--- config.mk ---
export PLATFORM = sky130hd
export DESIGN_NAME = lru_block_cache_tags_unit_flat
export DESIGN_NICKNAME = d
export VERILOG_FILES = /design/src/rtl/core/lbct_pkg.sv /design/src/rtl/core/lbct_if.sv /design/src/rtl/core/lbct_cfg.sv /design/src/rtl/core/lbct_scan.sv /design/src/rtl/core/lru_block_cache_tags_unit.sv /design/src/flat_wrapper.sv
export SDC_FILE = /design/constraint.sdc
export NUM_CORES = 1
export LEC_CHECK = 0
export ABC_AREA = 1
export ABC_CLOCK_PERIOD_IN_PS = 6950
export BUFFER_PORTS_ARGS = -buffer_cell sky130_fd_sc_hd__buf_2
export CAP_MARGIN = 0
export CORE_MARGIN = 2
export CORE_UTILIZATION = 45
export CTS_BUF_LIST = sky130_fd_sc_hd__clkbuf_16
export CTS_CLUSTER_DIAMETER = 30
export DETAILED_ROUTE_END_ITERATION = 10
export GPL_ROUTABILITY_DRIVEN = 0
export PLACE_DENSITY = 0.64
export SLEW_MARGIN = 5
export SYNTH_ARGS = -nofsm -noshare
export SYNTH_HDL_FRONTEND = slang
export SYNTH_HIERARCHICAL = 1
export SYNTH_SLANG_ARGS = --single-unit
--- constraint.sdc ---
create_clock -name clk_i -period 6.95 [get_ports clk_i]
set_clock_uncertainty 0.15 [all_clocks]
set_input_delay 0.3475 -clock clk_i [delete_from_list [all_inputs] [get_ports clk_i]]
set_output_delay 0.3475 -clock clk_i [all_outputs]
set_load 0.02 [all_outputs]
--- src/rtl/core/lbct_pkg.sv ---
// Shared constants, types and helpers of the block cache tag controller.
`default_nettype none

package lbct_pkg;

  localparam int unsigned SLOTS        = 8;
  localparam int unsigned IDX_W        = (SLOTS > 1) ? $clog2(SLOTS) : 1;
  localparam int unsigned ADDR_W       = 32;
  localparam int unsigned AGE_W        = 32;
  localparam int unsigned FUNC_W       = 2;
  localparam int unsigned SLOT_FIELD_W = 3;
  localparam int unsigned PDATA_W      = 32;
  localparam int unsigned PADDR_W      = 3;
  localparam int unsigned REG_IDX_W    = PADDR_W - 2;

  typedef enum logic [FUNC_W-1:0] {
    FUNC_READ  = 2'd0,
    FUNC_WRITE = 2'd1,
    FUNC_INVAL = 2'd2,
    FUNC_NONE  = 2'd3
  } func_e;

  localparam logic [REG_IDX_W-1:0] REG_PART_OFS = '0;

  typedef logic [IDX_W-1:0] idx_t;

  // Control of the shared scan unit from the sequencer.
  typedef struct packed {
    logic step;
    logic first;
  } lbct_scan_ctl_t;

  // Running result of the scan unit.
  typedef struct packed {
    logic found;
    idx_t match_idx;
    idx_t victim_idx;
  } lbct_scan_res_t;

  // The slot field keeps the low bits of the slot index only.
  function automatic logic [SLOT_FIELD_W-1:0] slot_field(idx_t idx);
    logic [IDX_W+SLOT_FIELD_W-1:0] ext;
    ext = {{SLOT_FIELD_W{1'b0}}, idx};
    return ext[SLOT_FIELD_W-1:0];
  endfunction

endpackage

`default_nettype wire

--- src/rtl/core/lbct_if.sv ---
// Request and response channel interfaces of the block cache tag controller.
`default_nettype none

interface lbct_req_if import lbct_pkg::*; ();
  logic              valid;
  logic              ready;
  logic [FUNC_W-1:0] func;
  logic [ADDR_W-1:0] block_addr;
  logic              card_ok;

  modport source (output valid, func, block_addr, card_ok, input ready);
  modport sink (input valid, func, block_addr, card_ok, output ready);
endinterface

interface lbct_rsp_if import lbct_pkg::*; ();
  logic                    valid;
  logic                    ready;
  logic                    hit;
  logic [SLOT_FIELD_W-1:0] slot;
  logic                    fill;
  logic                    card_access;
  logic [ADDR_W-1:0]       card_addr;
  logic                    status;

  modport source (output valid, hit, slot, fill, card_access, card_addr, status,
                  input ready);
  modport sink (input valid, hit, slot, fill, card_access, card_addr, status,
                output ready);
endinterface

`default_nettype wire

--- src/rtl/core/lbct_cfg.sv ---
// APB-style configuration register file holding the partition offset.
`default_nettype none

module lbct_cfg import lbct_pkg::*; (
  input  wire logic               clk_i,
  input  wire logic               rst_ni,
  input  wire logic               psel,
  input  wire logic               penable,
  input  wire logic               pwrite,
  input  wire logic [PADDR_W-1:0] paddr,
  input  wire logic [PDATA_W-1:0] pwdata,
  output logic      [PDATA_W-1:0] prdata,
  output logic                    pready,
  output logic      [ADDR_W-1:0]  part_ofs_o
);

  logic [ADDR_W-1:0] part_ofs_q;
  logic              sel_ofs;

  assign pready  = 1'b1;
  assign sel_ofs = (paddr[PADDR_W-1:2] == REG_PART_OFS);

  always_ff @(posedge clk_i or negedge rst_ni) begin
    if (!rst_ni) begin
      part_ofs_q <= '0;
    end else if (psel && penable && pwrite && pready && sel_ofs) begin
      part_ofs_q <= pwdata[ADDR_W-1:0];
    end
  end

  assign prdata     = sel_ofs ? part_ofs_q : '0;
  assign part_ofs_o = part_ofs_q;

endmodule

`default_nettype wire

--- src/rtl/core/lbct_scan.sv ---
// Shared scan unit: one tag compare and one age compare per step.
`default_nettype none

module lbct_scan import lbct_pkg::*; (
  input  wire logic           clk_i,
  input  wire logic           rst_ni,
  input  wire lbct_scan_ctl_t ctl_i,
  input  wire idx_t           idx_i,
  input  wire logic           ent_valid_i,
  input  wire logic [ADDR_W-1:0] ent_tag_i,
  input  wire logic [AGE_W-1:0]  ent_age_i,
  input  wire logic [ADDR_W-1:0] key_i,
  output lbct_scan_res_t      res_o
);

  logic             found_q;
  idx_t             match_idx_q;
  idx_t             victim_idx_q;
  logic [AGE_W-1:0] best_age_q;
  logic             match;
  logic             older;

  assign match = ent_valid_i && (ent_tag_i == key_i);
  assign older = ent_age_i < best_age_q;

  always_ff @(posedge clk_i or negedge rst_ni) begin
    if (!rst_ni) begin
      found_q <= 1'b0;
    end else if (ctl_i.step) begin
      // The first match in index order wins, so later duplicates are ignored.
      if (ctl_i.first) begin
        found_q <= match;
      end else if (match) begin
        found_q <= 1'b1;
      end
    end
  end

  always_ff @(posedge clk_i) begin
    if (ctl_i.step) begin
      if (match && (ctl_i.first || !found_q)) begin
        match_idx_q <= idx_i;
      end
      // Strict compare keeps the lowest index among equal ages.
      if (ctl_i.first || older) begin
        best_age_q   <= ent_age_i;
        victim_idx_q <= idx_i;
      end
    end
  end

  assign res_o.found      = found_q;
  assign res_o.match_idx  = match_idx_q;
  assign res_o.victim_idx = victim_idx_q;

endmodule

`default_nettype wire

--- src/rtl/core/lru_block_cache_tags_unit.sv ---
// Top level of the block cache tag controller: sequencer, tag store and replacement.
`default_nettype none

// Tag and replacement controller for a fully associative, write-through,
// no-write-allocate block cache with SLOTS slots. A request reads a block,
// writes a block or invalidates every slot; the card address is the block
// address plus the partition offset register, modulo 2^32. Replacement is
// least recently used: every touched slot takes the next value of a wrapping
// 32-bit age counter, and a read miss fills the slot with the lowest age,
// lowest index on ties. Each request yields exactly one response item. The
// block works on one item at a time: after the item is accepted, a single
// shared compare unit walks the slots one per cycle (tag match and age
// minimum together), then the update state writes the tag store and forms
// the response, which is held in the output register until taken; only
// then is the next request accepted. An invalidate or an unused function
// code skips the walk and goes straight to the update state. The data
// payload is kept outside, in a memory addressed by the reported slot.
module lru_block_cache_tags_unit import lbct_pkg::*; (
  input  wire logic               clk_i,
  input  wire logic               rst_ni,
  lbct_req_if.sink                req_i,
  lbct_rsp_if.source              rsp_o,
  input  wire logic               psel,
  input  wire logic               penable,
  input  wire logic               pwrite,
  input  wire logic [PADDR_W-1:0] paddr,
  input  wire logic [PDATA_W-1:0] pwdata,
  output logic      [PDATA_W-1:0] prdata,
  output logic                    pready
);

  typedef enum logic [1:0] {
    ST_IDLE,
    ST_SCAN,
    ST_UPDATE,
    ST_RESP
  } st_e;

  localparam idx_t IDX_LAST = idx_t'(SLOTS - 1);

  st_e               state_q;
  idx_t              scan_idx_q;
  logic [SLOTS-1:0]  valid_q;
  logic [AGE_W-1:0]  age_q [SLOTS];
  logic [ADDR_W-1:0] tag_q [SLOTS];
  logic [AGE_W-1:0]  age_cnt_q;

  // Captured request.
  logic [FUNC_W-1:0] req_func_q;
  logic [ADDR_W-1:0] req_addr_q;
  logic              req_ok_q;

  // Response register.
  logic              rsp_hit_q;
  idx_t              rsp_slot_q;
  logic              rsp_fill_q;
  logic              rsp_acc_q;
  logic [ADDR_W-1:0] rsp_caddr_q;
  logic              rsp_status_q;

  logic [ADDR_W-1:0] part_ofs;
  lbct_scan_ctl_t    scan_ctl;
  lbct_scan_res_t    scan_res;
  logic              req_acc;

  // Decisions made in the update cycle.
  logic              touch_en;
  idx_t              touch_idx;
  logic              fill_en;
  logic              inval_en;
  logic              hit_d;
  idx_t              slot_d;
  logic              fill_d;
  logic              acc_d;
  logic [ADDR_W-1:0] caddr_d;
  logic              status_d;
  logic [ADDR_W-1:0] caddr_sum;
  logic [AGE_W-1:0]  age_next;

  lbct_cfg u_cfg (
    .clk_i      (clk_i),
    .rst_ni     (rst_ni),
    .psel       (psel),
    .penable    (penable),
    .pwrite     (pwrite),
    .paddr      (paddr),
    .pwdata     (pwdata),
    .prdata     (prdata),
    .pready     (pready),
    .part_ofs_o (part_ofs)
  );

  assign scan_ctl.step  = (state_q == ST_SCAN);
  assign scan_ctl.first = (scan_idx_q == '0);

  lbct_scan u_scan (
    .clk_i       (clk_i),
    .rst_ni      (rst_ni),
    .ctl_i       (scan_ctl),
    .idx_i       (scan_idx_q),
    .ent_valid_i (valid_q[scan_idx_q]),
    .ent_tag_i   (tag_q[scan_idx_q]),
    .ent_age_i   (age_q[scan_idx_q]),
    .key_i       (req_addr_q),
    .res_o       (scan_res)
  );

  assign req_i.ready = (state_q == ST_IDLE);
  assign req_acc     = req_i.valid && req_i.ready;

  assign caddr_sum = req_addr_q + part_ofs;
  assign age_next  = age_cnt_q + AGE_W'(1);

  // Outcome of the request once the walk over the slots is complete.
  always_comb begin
    touch_en  = 1'b0;
    touch_idx = scan_res.match_idx;
    fill_en   = 1'b0;
    inval_en  = 1'b0;
    hit_d     = 1'b0;
    slot_d    = '0;
    fill_d    = 1'b0;
    acc_d     = 1'b0;
    caddr_d   = '0;
    status_d  = 1'b0;
    unique case (func_e'(req_func_q))
      FUNC_READ: begin
        if (scan_res.found) begin
          touch_en = 1'b1;
          hit_d    = 1'b1;
          slot_d   = scan_res.match_idx;
        end else begin
          acc_d   = 1'b1;
          caddr_d = caddr_sum;
          if (!req_ok_q) begin
            status_d = 1'b1;
          end else begin
            fill_en   = 1'b1;
            touch_en  = 1'b1;
            touch_idx = scan_res.victim_idx;
            slot_d    = scan_res.victim_idx;
            fill_d    = 1'b1;
          end
        end
      end
      FUNC_WRITE: begin
        acc_d   = 1'b1;
        caddr_d = caddr_sum;
        if (!req_ok_q) begin
          status_d = 1'b1;
        end else if (scan_res.found) begin
          touch_en = 1'b1;
          hit_d    = 1'b1;
          slot_d   = scan_res.match_idx;
          fill_d   = 1'b1;
        end
      end
      FUNC_INVAL: begin
        inval_en = 1'b1;
      end
      FUNC_NONE: begin
        inval_en = 1'b0;
      end
      default: begin
        inval_en = 1'b0;
      end
    endcase
  end

  // Sequencer, valid bits, ages and the age counter.
  always_ff @(posedge clk_i or negedge rst_ni) begin
    if (!rst_ni) begin
      state_q    <= ST_IDLE;
      scan_idx_q <= '0;
      valid_q    <= '0;
      age_cnt_q  <= '0;
      for (int i = 0; i < SLOTS; i++) begin
        age_q[i] <= '0;
      end
    end else begin
      unique case (state_q)
        ST_IDLE: begin
          if (req_acc) begin
            scan_idx_q <= '0;
            if ((func_e'(req_i.func) == FUNC_READ) ||
                (func_e'(req_i.func) == FUNC_WRITE)) begin
              state_q <= ST_SCAN;
            end else begin
              state_q <= ST_UPDATE;
            end
          end
        end
        ST_SCAN: begin
          if (scan_idx_q == IDX_LAST) begin
            state_q <= ST_UPDATE;
          end else begin
            scan_idx_q <= scan_idx_q + idx_t'(1);
          end
        end
        ST_UPDATE: begin
          state_q <= ST_RESP;
          if (inval_en) begin
            valid_q   <= '0;
            age_cnt_q <= '0;
            for (int i = 0; i < SLOTS; i++) begin
              age_q[i] <= '0;
            end
          end else begin
            if (touch_en) begin
              age_cnt_q        <= age_next;
              age_q[touch_idx] <= age_next;
            end
            if (fill_en) begin
              valid_q[scan_res.victim_idx] <= 1'b1;
            end
          end
        end
        ST_RESP: begin
          if (rsp_o.ready) begin
            state_q <= ST_IDLE;
          end
        end
        default: begin
          state_q <= ST_IDLE;
        end
      endcase
    end
  end

  // Tags, the captured request and the response register need no reset:
  // a tag is only looked at behind its valid bit.
  always_ff @(posedge clk_i) begin
    if (req_acc) begin
      req_func_q <= req_i.func;
      req_addr_q <= req_i.block_addr;
      req_ok_q   <= req_i.card_ok;
    end
    if (state_q == ST_UPDATE) begin
      if (fill_en) begin
        tag_q[scan_res.victim_idx] <= req_addr_q;
      end
      rsp_hit_q    <= hit_d;
      rsp_slot_q   <= slot_d;
      rsp_fill_q   <= fill_d;
      rsp_acc_q    <= acc_d;
      rsp_caddr_q  <= caddr_d;
      rsp_status_q <= status_d;
    end
  end

  assign rsp_o.valid       = (state_q == ST_RESP);
  assign rsp_o.hit         = rsp_hit_q;
  assign rsp_o.slot        = slot_field(rsp_slot_q);
  assign rsp_o.fill        = rsp_fill_q;
  assign rsp_o.card_access = rsp_acc_q;
  assign rsp_o.card_addr   = rsp_caddr_q;
  assign rsp_o.status      = rsp_status_q;

  // A new request is never taken while a response is still held.
  a_no_overlap: assert property (@(posedge clk_i) disable iff (!rst_ni)
    !(rsp_o.valid && req_i.ready))
    else $error("request accepted while a response is pending");

  // A failed card transfer leaves hit and fill low.
  a_fail_clean: assert property (@(posedge clk_i) disable iff (!rst_ni)
    (rsp_o.valid && rsp_o.status) |-> (rsp_o.card_access && !rsp_o.hit && !rsp_o.fill))
    else $error("failed card access reported a hit or fill");

  // A fill without a hit comes only from a read miss served by the card.
  a_fill_card: assert property (@(posedge clk_i) disable iff (!rst_ni)
    (rsp_o.valid && rsp_o.fill && !rsp_o.hit) |-> rsp_o.card_access)
    else $error("slot fill without card access");

  // An invalidate clears every valid bit and the age counter.
  a_inval: assert property (@(posedge clk_i) disable iff (!rst_ni)
    (req_acc && (func_e'(req_i.func) == FUNC_INVAL)) |-> ##2
      ((valid_q == '0) && (age_cnt_q == '0)))
    else $error("invalidate left a slot valid");

endmodule

`default_nettype wire
--- src/flat_wrapper.sv ---
// flat-port wrapper written by rule: the top's interface ports become plain ports
module lru_block_cache_tags_unit_flat import lbct_pkg::*;
  (clk_i, rst_ni, psel, penable, pwrite, paddr, pwdata, prdata, pready, req_i_valid, req_i_func, req_i_block_addr, req_i_card_ok, req_i_ready, rsp_o_valid, rsp_o_hit, rsp_o_slot, rsp_o_fill, rsp_o_card_access, rsp_o_card_addr, rsp_o_status, rsp_o_ready);
  lbct_req_if req_i_i ();
  lbct_rsp_if rsp_o_i ();
  input  wire logic clk_i;
  input  wire logic rst_ni;
  input  wire logic psel;
  input  wire logic penable;
  input  wire logic pwrite;
  input  wire logic [PADDR_W-1:0] paddr;
  input  wire logic [PDATA_W-1:0] pwdata;
  output logic      [PDATA_W-1:0] prdata;
  output logic pready;
  input wire logic [$bits(req_i_i.valid)-1:0] req_i_valid;
  input wire logic [$bits(req_i_i.func)-1:0] req_i_func;
  input wire logic [$bits(req_i_i.block_addr)-1:0] req_i_block_addr;
  input wire logic [$bits(req_i_i.card_ok)-1:0] req_i_card_ok;
  output wire logic [$bits(req_i_i.ready)-1:0] req_i_ready;
  output wire logic [$bits(rsp_o_i.valid)-1:0] rsp_o_valid;
  output wire logic [$bits(rsp_o_i.hit)-1:0] rsp_o_hit;
  output wire logic [$bits(rsp_o_i.slot)-1:0] rsp_o_slot;
  output wire logic [$bits(rsp_o_i.fill)-1:0] rsp_o_fill;
  output wire logic [$bits(rsp_o_i.card_access)-1:0] rsp_o_card_access;
  output wire logic [$bits(rsp_o_i.card_addr)-1:0] rsp_o_card_addr;
  output wire logic [$bits(rsp_o_i.status)-1:0] rsp_o_status;
  input wire logic [$bits(rsp_o_i.ready)-1:0] rsp_o_ready;
  assign req_i_i.valid = req_i_valid;
  assign req_i_i.func = req_i_func;
  assign req_i_i.block_addr = req_i_block_addr;
  assign req_i_i.card_ok = req_i_card_ok;
  assign req_i_ready = req_i_i.ready;
  assign rsp_o_valid = rsp_o_i.valid;
  assign rsp_o_hit = rsp_o_i.hit;
  assign rsp_o_slot = rsp_o_i.slot;
  assign rsp_o_fill = rsp_o_i.fill;
  assign rsp_o_card_access = rsp_o_i.card_access;
  assign rsp_o_card_addr = rsp_o_i.card_addr;
  assign rsp_o_status = rsp_o_i.status;
  assign rsp_o_i.ready = rsp_o_ready;
  lru_block_cache_tags_unit u_core (.clk_i(clk_i), .rst_ni(rst_ni), .req_i(req_i_i), .rsp_o(rsp_o_i), .psel(psel), .penable(penable), .pwrite(pwrite), .paddr(paddr), .pwdata(pwdata), .prdata(prdata), .pready(pready));
endmodule
==> impl_metrics.xml, run 1 <==
<?xml version="1.0" encoding="UTF-8"?>
<metrics>
  <group name="outcome">
    <metric name="status" unit="">finished clean</metric>
  </group>
  <group name="yosys">
    <metric name="ys_top_cells_by_area" unit="">sky130_fd_sc_hd__edfxtp_1 (33%), sky130_fd_sc_hd__dfrtp_1 (25%), sky130_fd_sc_hd__nand2_1 (8.9%)</metric>
    <metric name="synth_enable_flop_cells" unit="">368</metric>
    <metric name="synth_seq_area_share" unit="%">58.5</metric>
    <metric name="yosysTopAreaCell" unit="">sky130_fd_sc_hd__edfxtp_1</metric>
    <metric name="synthesis.area" unit="sq mm">0.0332</metric>
    <metric name="syn_inst" unit="">3666</metric>
    <metric name="synth_top_area_share" unit="%">33.3</metric>
    <metric name="synth-async-reset-ratio" unit="%">47.6</metric>
    <metric name="syn_area_per_cell" unit="sq um">9.05</metric>
    <metric name="mappedNetlistNets" unit="">3814</metric>
    <metric name="ys_types" unit="">50</metric>
    <metric name="synth.yosys.warnings" unit="">6</metric>
    <metric name="postSynthRegisterBits" unit="">702</metric>
    <metric name="top_flip_flop_cell_by_instance_count_after_synthesis" unit="">sky130_fd_sc_hd__edfxtp_1</metric>
  </group>
  <group name="route">
    <metric name="remaining_drc_errors" unit="">0</metric>
    <metric name="initialDrtViolationCount" unit="">2535</metric>
    <metric name="first_pass_iters" unit="">5</metric>
    <metric name="routedWlPerCell" unit="um">19.2</metric>
    <metric name="wirelength" unit="um">95700</metric>
    <metric name="via_count_of_the_routed_design" unit="">27010</metric>
    <metric name="antenna_left" unit="">0</metric>
    <metric name="via_per_inst" unit="">5.43</metric>
  </group>
  <group name="setup_path">
    <metric name="cp-end-kind" unit="">register</metric>
    <metric name="slowest_delay" unit="ns">0.94</metric>
    <metric name="regToRegStartpoint" unit="">u_core/scan_idx_q[0]</metric>
    <metric name="path_class" unit="">register to register</metric>
    <metric name="timing.critical_path.arrival" unit="ns">5.25</metric>
    <metric name="critical_path.max_fanout" unit="">126</metric>
    <metric name="critical_path.startpoint_type" unit="">register</metric>
    <metric name="reg2reg_slack" unit="ns">1.85</metric>
    <metric name="number_of_buffer_and_inverter_stages_on_the_critical_path" unit="">2</metric>
    <metric name="rr_worst_depth" unit="">14</metric>
    <metric name="crit_slowest_cell" unit="">sky130_fd_sc_hd__nand2_2</metric>
    <metric name="critical_path.top_delay_family" unit="">simple AND/OR/NAND/NOR gates</metric>
    <metric name="crit-reg2reg-capture" unit="">u_core/u_scan/best_age_q[0]</metric>
    <metric name="crit_chain" unit="">inv_6 &gt; buf_4 &gt; o21ai_0 &gt; o22ai_1 &gt; nor2_1 &gt; a31oi_1 &gt; ha_1 &gt; a21oi_1 &gt; o21ai_1 &gt; nand2_1 &gt; nand3_1 &gt; a21oi_1 &gt; nand2_1 &gt; nand2_2</metric>
    <metric name="worst_ep_required" unit="ns">7.10</metric>
  </group>
  <group name="timing">
    <metric name="period_minus_slack" unit="ns">5.10</metric>
    <metric name="final-setup-viol-count" unit="">0</metric>
    <metric name="timing.setup.tns" unit="ns">0</metric>
    <metric name="final_min_period_over_clock_period" unit="%">73.4</metric>
    <metric name="final-hold-violation-count" unit="">0</metric>
    <metric name="achievable-frequency" unit="MHz">196</metric>
    <metric name="worst_pin_slew" unit="ns">1.31</metric>
    <metric name="rsz0062_at_grt" unit="">no</metric>
    <metric name="fin_worst_hold_slack" unit="ns">0.0401</metric>
    <metric name="relSlewSlack" unit="%">12.1</metric>
    <metric name="slew_violations" unit="">0</metric>
  </group>
  <group name="power_and_ir_drop">
    <metric name="peakVddDrop" unit="uV">303</metric>
    <metric name="powerDensity" unit="mW/mm^2">401</metric>
    <metric name="leakage" unit="uW">0.0177</metric>
  </group>
  <group name="min_path">
    <metric name="timing.hold.worst_endpoint" unit="">u_core/u_cfg/part_ofs_o[27]</metric>
    <metric name="min_from" unit="">psel</metric>
    <metric name="timing.hold.worst_path_depth" unit="">5</metric>
    <metric name="min_path_type" unit="">input pin to register</metric>
  </group>
  <group name="finish">
    <metric name="areaGrowthSynthToFinish" unit="%">21.8</metric>
    <metric name="layout.nets" unit="">4052</metric>
    <metric name="final_common_cell" unit="">sky130_fd_sc_hd__nand2_1</metric>
    <metric name="insertedDiodeCount" unit="">0</metric>
    <metric name="fillerInstances" unit="">6297</metric>
    <metric name="most-common-layout-cells" unit="">sky130_fd_sc_hd__nand2_1 (787), sky130_fd_sc_hd__nor2_1 (626), sky130_fd_sc_hd__o21ai_0 (473)</metric>
    <metric name="drive_gt1_share" unit="%">11.6</metric>
  </group>
  <group name="clock_tree">
    <metric name="clock_latency" unit="ns">0.72</metric>
    <metric name="postCtsSetupRepairBufs" unit="">0</metric>
    <metric name="cts-buffers-inserted" unit="">139</metric>
    <metric name="post_cts.resized_instances" unit="">0</metric>
    <metric name="ctsRootBufferMaster" unit="">sky130_fd_sc_hd__clkbuf_16</metric>
    <metric name="cts_num_sinks" unit="">702</metric>
    <metric name="hold_buffers" unit="">89</metric>
    <metric name="total_number_of_h_tree_levels" unit="">4</metric>
    <metric name="clock_tree_from_tritoncts" unit="">built</metric>
    <metric name="cts-root-to-sink-buffers" unit="">3</metric>
    <metric name="clk_pin_slew" unit="ns">0.05</metric>
  </group>
  <group name="grt">
    <metric name="gr-usage-all-layers" unit="%">25.3</metric>
    <metric name="antenna_found_initial" unit="">0</metric>
    <metric name="grt_overflow" unit="">0</metric>
    <metric name="pin_count_of_the_biggest_net_entering_global_routing" unit="">129</metric>
    <metric name="grt_first_pass_wirelength" unit="um">148000</metric>
    <metric name="first_global_vias" unit="">26067</metric>
  </group>
  <group name="floorplan">
    <metric name="coreArea" unit="sq mm">0.0730</metric>
    <metric name="core.rowCount" unit="">99</metric>
    <metric name="floorplan.die_area" unit="sq mm">0.0759</metric>
    <metric name="floorplan.initialDensity" unit="%">45.5</metric>
    <metric name="ports_placed_on_the_boundary" unit="">151</metric>
    <metric name="die_w" unit="um">275</metric>
    <metric name="fp.dieH" unit="um">275</metric>
  </group>
  <group name="place">
    <metric name="placement.io_buffers" unit="">147</metric>
    <metric name="detailed_place_hpwl" unit="um">54600</metric>
  </group>
  <group name="job">
    <metric name="total_of_max_cap_violations" unit="">0</metric>
  </group>
</metrics>
[synth_stat cells, types with 4 or more instances]
cell / n
sky130_fd_sc_hd__a21oi_1: 66
sky130_fd_sc_hd__a21oi_2: 4
sky130_fd_sc_hd__a31oi_1: 65
sky130_fd_sc_hd__and2_1: 4
sky130_fd_sc_hd__buf_1: 4
sky130_fd_sc_hd__buf_2: 20
sky130_fd_sc_hd__buf_4: 12
sky130_fd_sc_hd__buf_6: 19
sky130_fd_sc_hd__clkbuf_1: 106
sky130_fd_sc_hd__dfrtp_1: 334
sky130_fd_sc_hd__edfxtp_1: 368
sky130_fd_sc_hd__ha_1: 70
sky130_fd_sc_hd__inv_1: 306
sky130_fd_sc_hd__inv_2: 9
sky130_fd_sc_hd__nand2_1: 788
sky130_fd_sc_hd__nand2_2: 13
sky130_fd_sc_hd__nand3_1: 131
sky130_fd_sc_hd__nand3_2: 7
sky130_fd_sc_hd__nand4_1: 19
sky130_fd_sc_hd__nor2_1: 626
sky130_fd_sc_hd__nor2_2: 6
sky130_fd_sc_hd__nor3_1: 26
sky130_fd_sc_hd__o21ai_0: 473
sky130_fd_sc_hd__o21ai_1: 57
sky130_fd_sc_hd__o21bai_1: 4
sky130_fd_sc_hd__o22ai_1: 70
sky130_fd_sc_hd__xor2_1: 16
[power breakdown]
part	internal, uW	switching, uW
sequential	4970	352
combinational	1160	2780
clock	4570	2390
[worst max-delay path by stage]
stage,slack (ns),cells past startpoint,startpoint,end
after floorplan,1.28,4,u_core/state_q[0],u_core/tag_q[7][0]
after global placement,1.94,16,u_core/scan_idx_q[0],u_core/u_scan/best_age_q[0]
after detailed placement,1.94,16,u_core/scan_idx_q[0],u_core/u_scan/best_age_q[4]
after CTS,1.91,16,u_core/scan_idx_q[0],u_core/u_scan/best_age_q[0]
after global routing,1.57,16,u_core/scan_idx_q[0],u_core/u_scan/best_age_q[0]
final,1.85,14,u_core/scan_idx_q[0],u_core/u_scan/best_age_q[0]
[cell type report]
cell class	instances	area [sq um]	share of cell area (%)
clock inverter	113	1450	3.59
inverter	317	1200	2.98
multi-input combinational	2483	11800	29.1
tap	959	1200	2.97
timing repair buffer	261	1840	4.55
clock buffer	142	3550	8.79
sequential	702	19400	48.1
[worst reg2reg max path: cells and delay by family (launching register included)]
| family | cells | cell delay (ns) |
|---|---|---|
| flip-flops | 1 | 0.66 |
| adder cells (fa/ha/maj) | 1 | 0.30 |
| AND/OR/NAND/NOR | 5 | 1.28 |
| buffers and inverters | 2 | 1.24 |
| AO/OA/AOI/OAI | 6 | 1.04 |
[sequential cells by signal, summed over array words and instances (netlist names)]
| name | flops |
|---|---|
| u_core/req_ok_q | 1 |
| u_core/u_scan/match_idx_q | 3 |
| u_core/req_addr_q | 32 |
| u_core/rsp_o.fill | 1 |
| u_core/rsp_o.slot | 3 |
| u_core/rsp_o.status | 1 |
| u_core/req_func_q | 2 |
| u_core/u_scan/victim_idx_q | 3 |
| u_core/tag_q | 256 |
| u_core/age_q | 256 |
| u_core/rsp_o.card_addr | 32 |
| u_core/valid_q | 8 |
| u_core/u_scan/found_q | 1 |
| u_core/scan_idx_q | 3 |
| u_core/rsp_o.card_access | 1 |
| u_core/state_q | 2 |
| u_core/u_cfg/part_ofs_o | 32 |
| u_core/age_cnt_q | 32 |
| u_core/u_scan/best_age_q | 32 |
| u_core/rsp_o.hit | 1 |
[per-layer routing]
metal	part of all wire (%)	global-route usage, %	up-vias
li1	-	-	12742
met2	49	42.2	929
met1	42	32.1	13126
met3	5.9	4.68	213
met5	0	0	-
met4	3.6	11.3	0
[kinds of logic after synthesis]
kind of cell	count (synthesis)	share of synthesized area [%]
AOI/OAI and AO/OA	749	12.1
buffers and inverters	481	6.10
xor gates and xnor gates	19	0.502
adders and majority gates	71	2.70
DFF	702	58.5
other	1	0.0113
and+or+nand+nor	1643	20.1
[stage by stage]
| stage | setup slack (ns) | instance area, sq um | power (uW) | std cells | utilization [%] |
|---|---|---|---|---|---|
| final | 1.85 | 40400 | 16200 | 4977 | 55.4 |
| after detailed placement | 1.94 | 34500 | 9210 | 4633 | 47.3 |
| after global placement | 1.94 | 34500 | 9160 | 4633 | 47.3 |
| after CTS | 1.91 | 40400 | 16300 | 4977 | 55.4 |
| after global routing | 1.57 | 40400 | 17000 | 4977 | 55.4 |
| after floorplan | 1.28 | 33200 | 7940 | 3666 | - |
No activity file was read; power rests on OpenSTA's default activity.
==> run 2, diff against run 1 <==
- ABC_CLOCK_PERIOD_IN_PS: 6950 -> 4100
- PLACE_DENSITY: 0.64 -> 0.67
- clock period: 6.95 -> 4.1 ns (I/O delays scaled with it)
==> run 2 against run 1 <==
Register-to-register slack worse by 1.5 ns. Worst setup slack worse by 1.5 ns. Non-clock buffer count grew 49. Clock power is 64% higher. Largest power group unchanged. Worst hold slack improved by 0.0014 ns. Design area increased by 0.89%. Sequential power rose by 67%. Core utilization up 0.50 points. Critical path depth is 2 higher. Via count up 1.4%. Global-route usage is 0.077 points higher. First-iteration DRC count up 7.6%.
==> impl_metrics.xml, run 2 (synthesis results as in run 1) <==
<?xml version="1.0" encoding="UTF-8"?>
<metrics>
  <group name="grt">
    <metric name="busiest_layer" unit="">met2</metric>
    <metric name="first_global_vias" unit="">26999</metric>
    <metric name="grt_first_pass_wirelength" unit="um">149000</metric>
    <metric name="pin_count_of_the_biggest_net_entering_global_routing" unit="">136</metric>
    <metric name="use_met1" unit="%">31.4</metric>
    <metric name="grt_overflow" unit="">0</metric>
    <metric name="gr-usage-all-layers" unit="%">25.4</metric>
    <metric name="met3_usage" unit="%">4.22</metric>
    <metric name="antenna_found_initial" unit="">0</metric>
    <metric name="grt_use_met2" unit="%">43.2</metric>
  </group>
  <group name="route">
    <metric name="wirelength" unit="um">95900</metric>
    <metric name="routedWlPerCell" unit="um">19.1</metric>
    <metric name="via_count_of_the_routed_design" unit="">27377</metric>
    <metric name="initialDrtViolationCount" unit="">2727</metric>
    <metric name="remaining_drc_errors" unit="">0</metric>
    <metric name="antenna_left" unit="">0</metric>
    <metric name="via_per_inst" unit="">5.45</metric>
    <metric name="first_pass_iters" unit="">6</metric>
  </group>
  <group name="clock_tree">
    <metric name="postCtsSetupRepairBufs" unit="">0</metric>
    <metric name="cts-root-to-sink-buffers" unit="">3</metric>
    <metric name="cts-buffers-inserted" unit="">136</metric>
    <metric name="clock_latency" unit="ns">0.73</metric>
    <metric name="clk_pin_slew" unit="ns">0.05</metric>
    <metric name="total_number_of_h_tree_levels" unit="">4</metric>
    <metric name="ctsRootBufferMaster" unit="">sky130_fd_sc_hd__clkbuf_16</metric>
    <metric name="clock_tree_from_tritoncts" unit="">built</metric>
    <metric name="cts_num_sinks" unit="">702</metric>
    <metric name="post_cts.resized_instances" unit="">0</metric>
  </group>
  <group name="place">
    <metric name="placement.io_buffers" unit="">147</metric>
    <metric name="detailed_place_hpwl" unit="um">53900</metric>
  </group>
  <group name="floorplan">
    <metric name="coreArea" unit="sq mm">0.0730</metric>
    <metric name="floorplan.die_area" unit="sq mm">0.0759</metric>
    <metric name="floorplan.initialDensity" unit="%">45.5</metric>
    <metric name="core.rowCount" unit="">99</metric>
    <metric name="fp.dieH" unit="um">275</metric>
    <metric name="ports_placed_on_the_boundary" unit="">151</metric>
    <metric name="die_w" unit="um">275</metric>
  </group>
  <group name="timing">
    <metric name="timing.setup.tns" unit="ns">0</metric>
    <metric name="achievable-frequency" unit="MHz">265</metric>
    <metric name="worst_pin_slew" unit="ns">1.08</metric>
    <metric name="rsz0062_at_grt" unit="">no</metric>
    <metric name="final_min_period_over_clock_period" unit="%">92.1</metric>
    <metric name="relSlewSlack" unit="%">28.2</metric>
    <metric name="slew_violations" unit="">0</metric>
    <metric name="final-hold-violation-count" unit="">0</metric>
    <metric name="final-setup-viol-count" unit="">0</metric>
    <metric name="period_minus_slack" unit="ns">3.78</metric>
  </group>
  <group name="finish">
    <metric name="drive_gt1_share" unit="%">11.9</metric>
    <metric name="most-common-layout-cells" unit="">sky130_fd_sc_hd__nand2_1 (787), sky130_fd_sc_hd__nor2_1 (626), sky130_fd_sc_hd__o21ai_0 (473)</metric>
    <metric name="biggestRegsByFlops" unit="">u_core/age_q x256, u_core/tag_q x256</metric>
    <metric name="fin_util" unit="%">55.9</metric>
    <metric name="fillerInstances" unit="">6210</metric>
    <metric name="areaGrowthSynthToFinish" unit="%">22.9</metric>
    <metric name="layout.nets" unit="">4098</metric>
    <metric name="final_common_cell" unit="">sky130_fd_sc_hd__nand2_1</metric>
  </group>
  <group name="setup_path">
    <metric name="timing.critical_path.arrival" unit="ns">4.01</metric>
    <metric name="reg2reg_slack" unit="ns">0.32</metric>
    <metric name="path_class" unit="">register to register</metric>
    <metric name="critical_path.startpoint_type" unit="">register</metric>
    <metric name="cp-end-kind" unit="">register</metric>
    <metric name="critical_path.max_fanout" unit="">33</metric>
    <metric name="worst_ep_required" unit="ns">4.33</metric>
  </group>
  <group name="min_path">
    <metric name="min_path_type" unit="">input pin to register</metric>
  </group>
  <group name="power_and_ir_drop">
    <metric name="peakVddDrop" unit="uV">504</metric>
    <metric name="leakage" unit="uW">0.0178</metric>
    <metric name="powerDensity" unit="mW/mm^2">669</metric>
  </group>
  <group name="outcome">
    <metric name="status" unit="">finished clean</metric>
  </group>
  <group name="job">
    <metric name="total_of_max_cap_violations" unit="">0</metric>
  </group>
</metrics>
-- run 2: path summary, 6_finish.rpt --
check,from,endpoint,cells past startpoint
min,req_i_block_addr[12],u_core/req_addr_q[12],2
max,u_core/scan_idx_q[0],u_core/u_scan/best_age_q[9],16
min in group asynchronous,rst_ni,u_core/age_q[139],3
min reg2reg,u_core/age_q[86],u_core/age_q[86],2
max reg2reg,u_core/scan_idx_q[0],u_core/u_scan/best_age_q[9],16
max in group asynchronous,rst_ni,u_core/age_q[207],4
-- run 2: power by group --
part	internal (uW)	total [uW]	switching (uW)
Sequential	8410	8900	489
Clock	7480	11400	3890
Combinational	2200	7020	4820
-- run 2: critical path: stages (launching register included) --
cell and delay, ns:
sky130_fd_sc_hd__dfrtp_4 0.55, sky130_fd_sc_hd__inv_6 0.28, sky130_fd_sc_hd__buf_12 0.23, sky130_fd_sc_hd__buf_4 0.15, sky130_fd_sc_hd__o21ai_0 0.07, sky130_fd_sc_hd__o22ai_1 0.14, sky130_fd_sc_hd__nor2_1 0.06, sky130_fd_sc_hd__a31oi_1 0.36
sky130_fd_sc_hd__ha_1 0.30, sky130_fd_sc_hd__nand2_1 0.08, sky130_fd_sc_hd__nor2_1 0.05, sky130_fd_sc_hd__nor2_1 0.10, sky130_fd_sc_hd__nand3_1 0.14, sky130_fd_sc_hd__a21oi_1 0.20, sky130_fd_sc_hd__nand2_1 0.15, sky130_fd_sc_hd__nand2_2 0.12
sky130_fd_sc_hd__buf_4 0.28
-- run 2: cell type report --
cell class	count	area, sq um	area share, %
multi-input cells	2483	11800	28.8
clock buffers	137	3430	8.41
clock inverters	114	1330	3.27
repair buffers	310	2430	5.97
well taps	959	1200	2.94
flip-flops and latches	702	19400	47.6
inverters	317	1200	2.95
diodes	1	2.50	0.00614
-- run 2: repair_timing --
item,CTS,global route
endpoints found under the hold margin,227,0
hold buffers,110,0
setup endpoints to repair,0,0
-- run 2: through the flow --
stage               power [uW]  cell area (sq um)  hold WS, ns  cells  setup slack (ns)
finish                   27300              40800       0.0415   5023             0.325
global route             28600              40800       0.0353   5022             0.165
CTS                      27400              40800      0.00134   5022             0.435
detailed placement       15800              34900        0.167   4661             0.516
global placement         15700              34900        0.160   4661             0.557
floorplan                13500              33200       -0.241   3666             0.371
-- run 2: per-layer routing --
metal / vias up / wire [um]
met5: - / 0
met4: 0 / 3990
met3: 258 / 6370
met2: 1115 / 46800
met1: 13148 / 38700
li1: 12856 / -
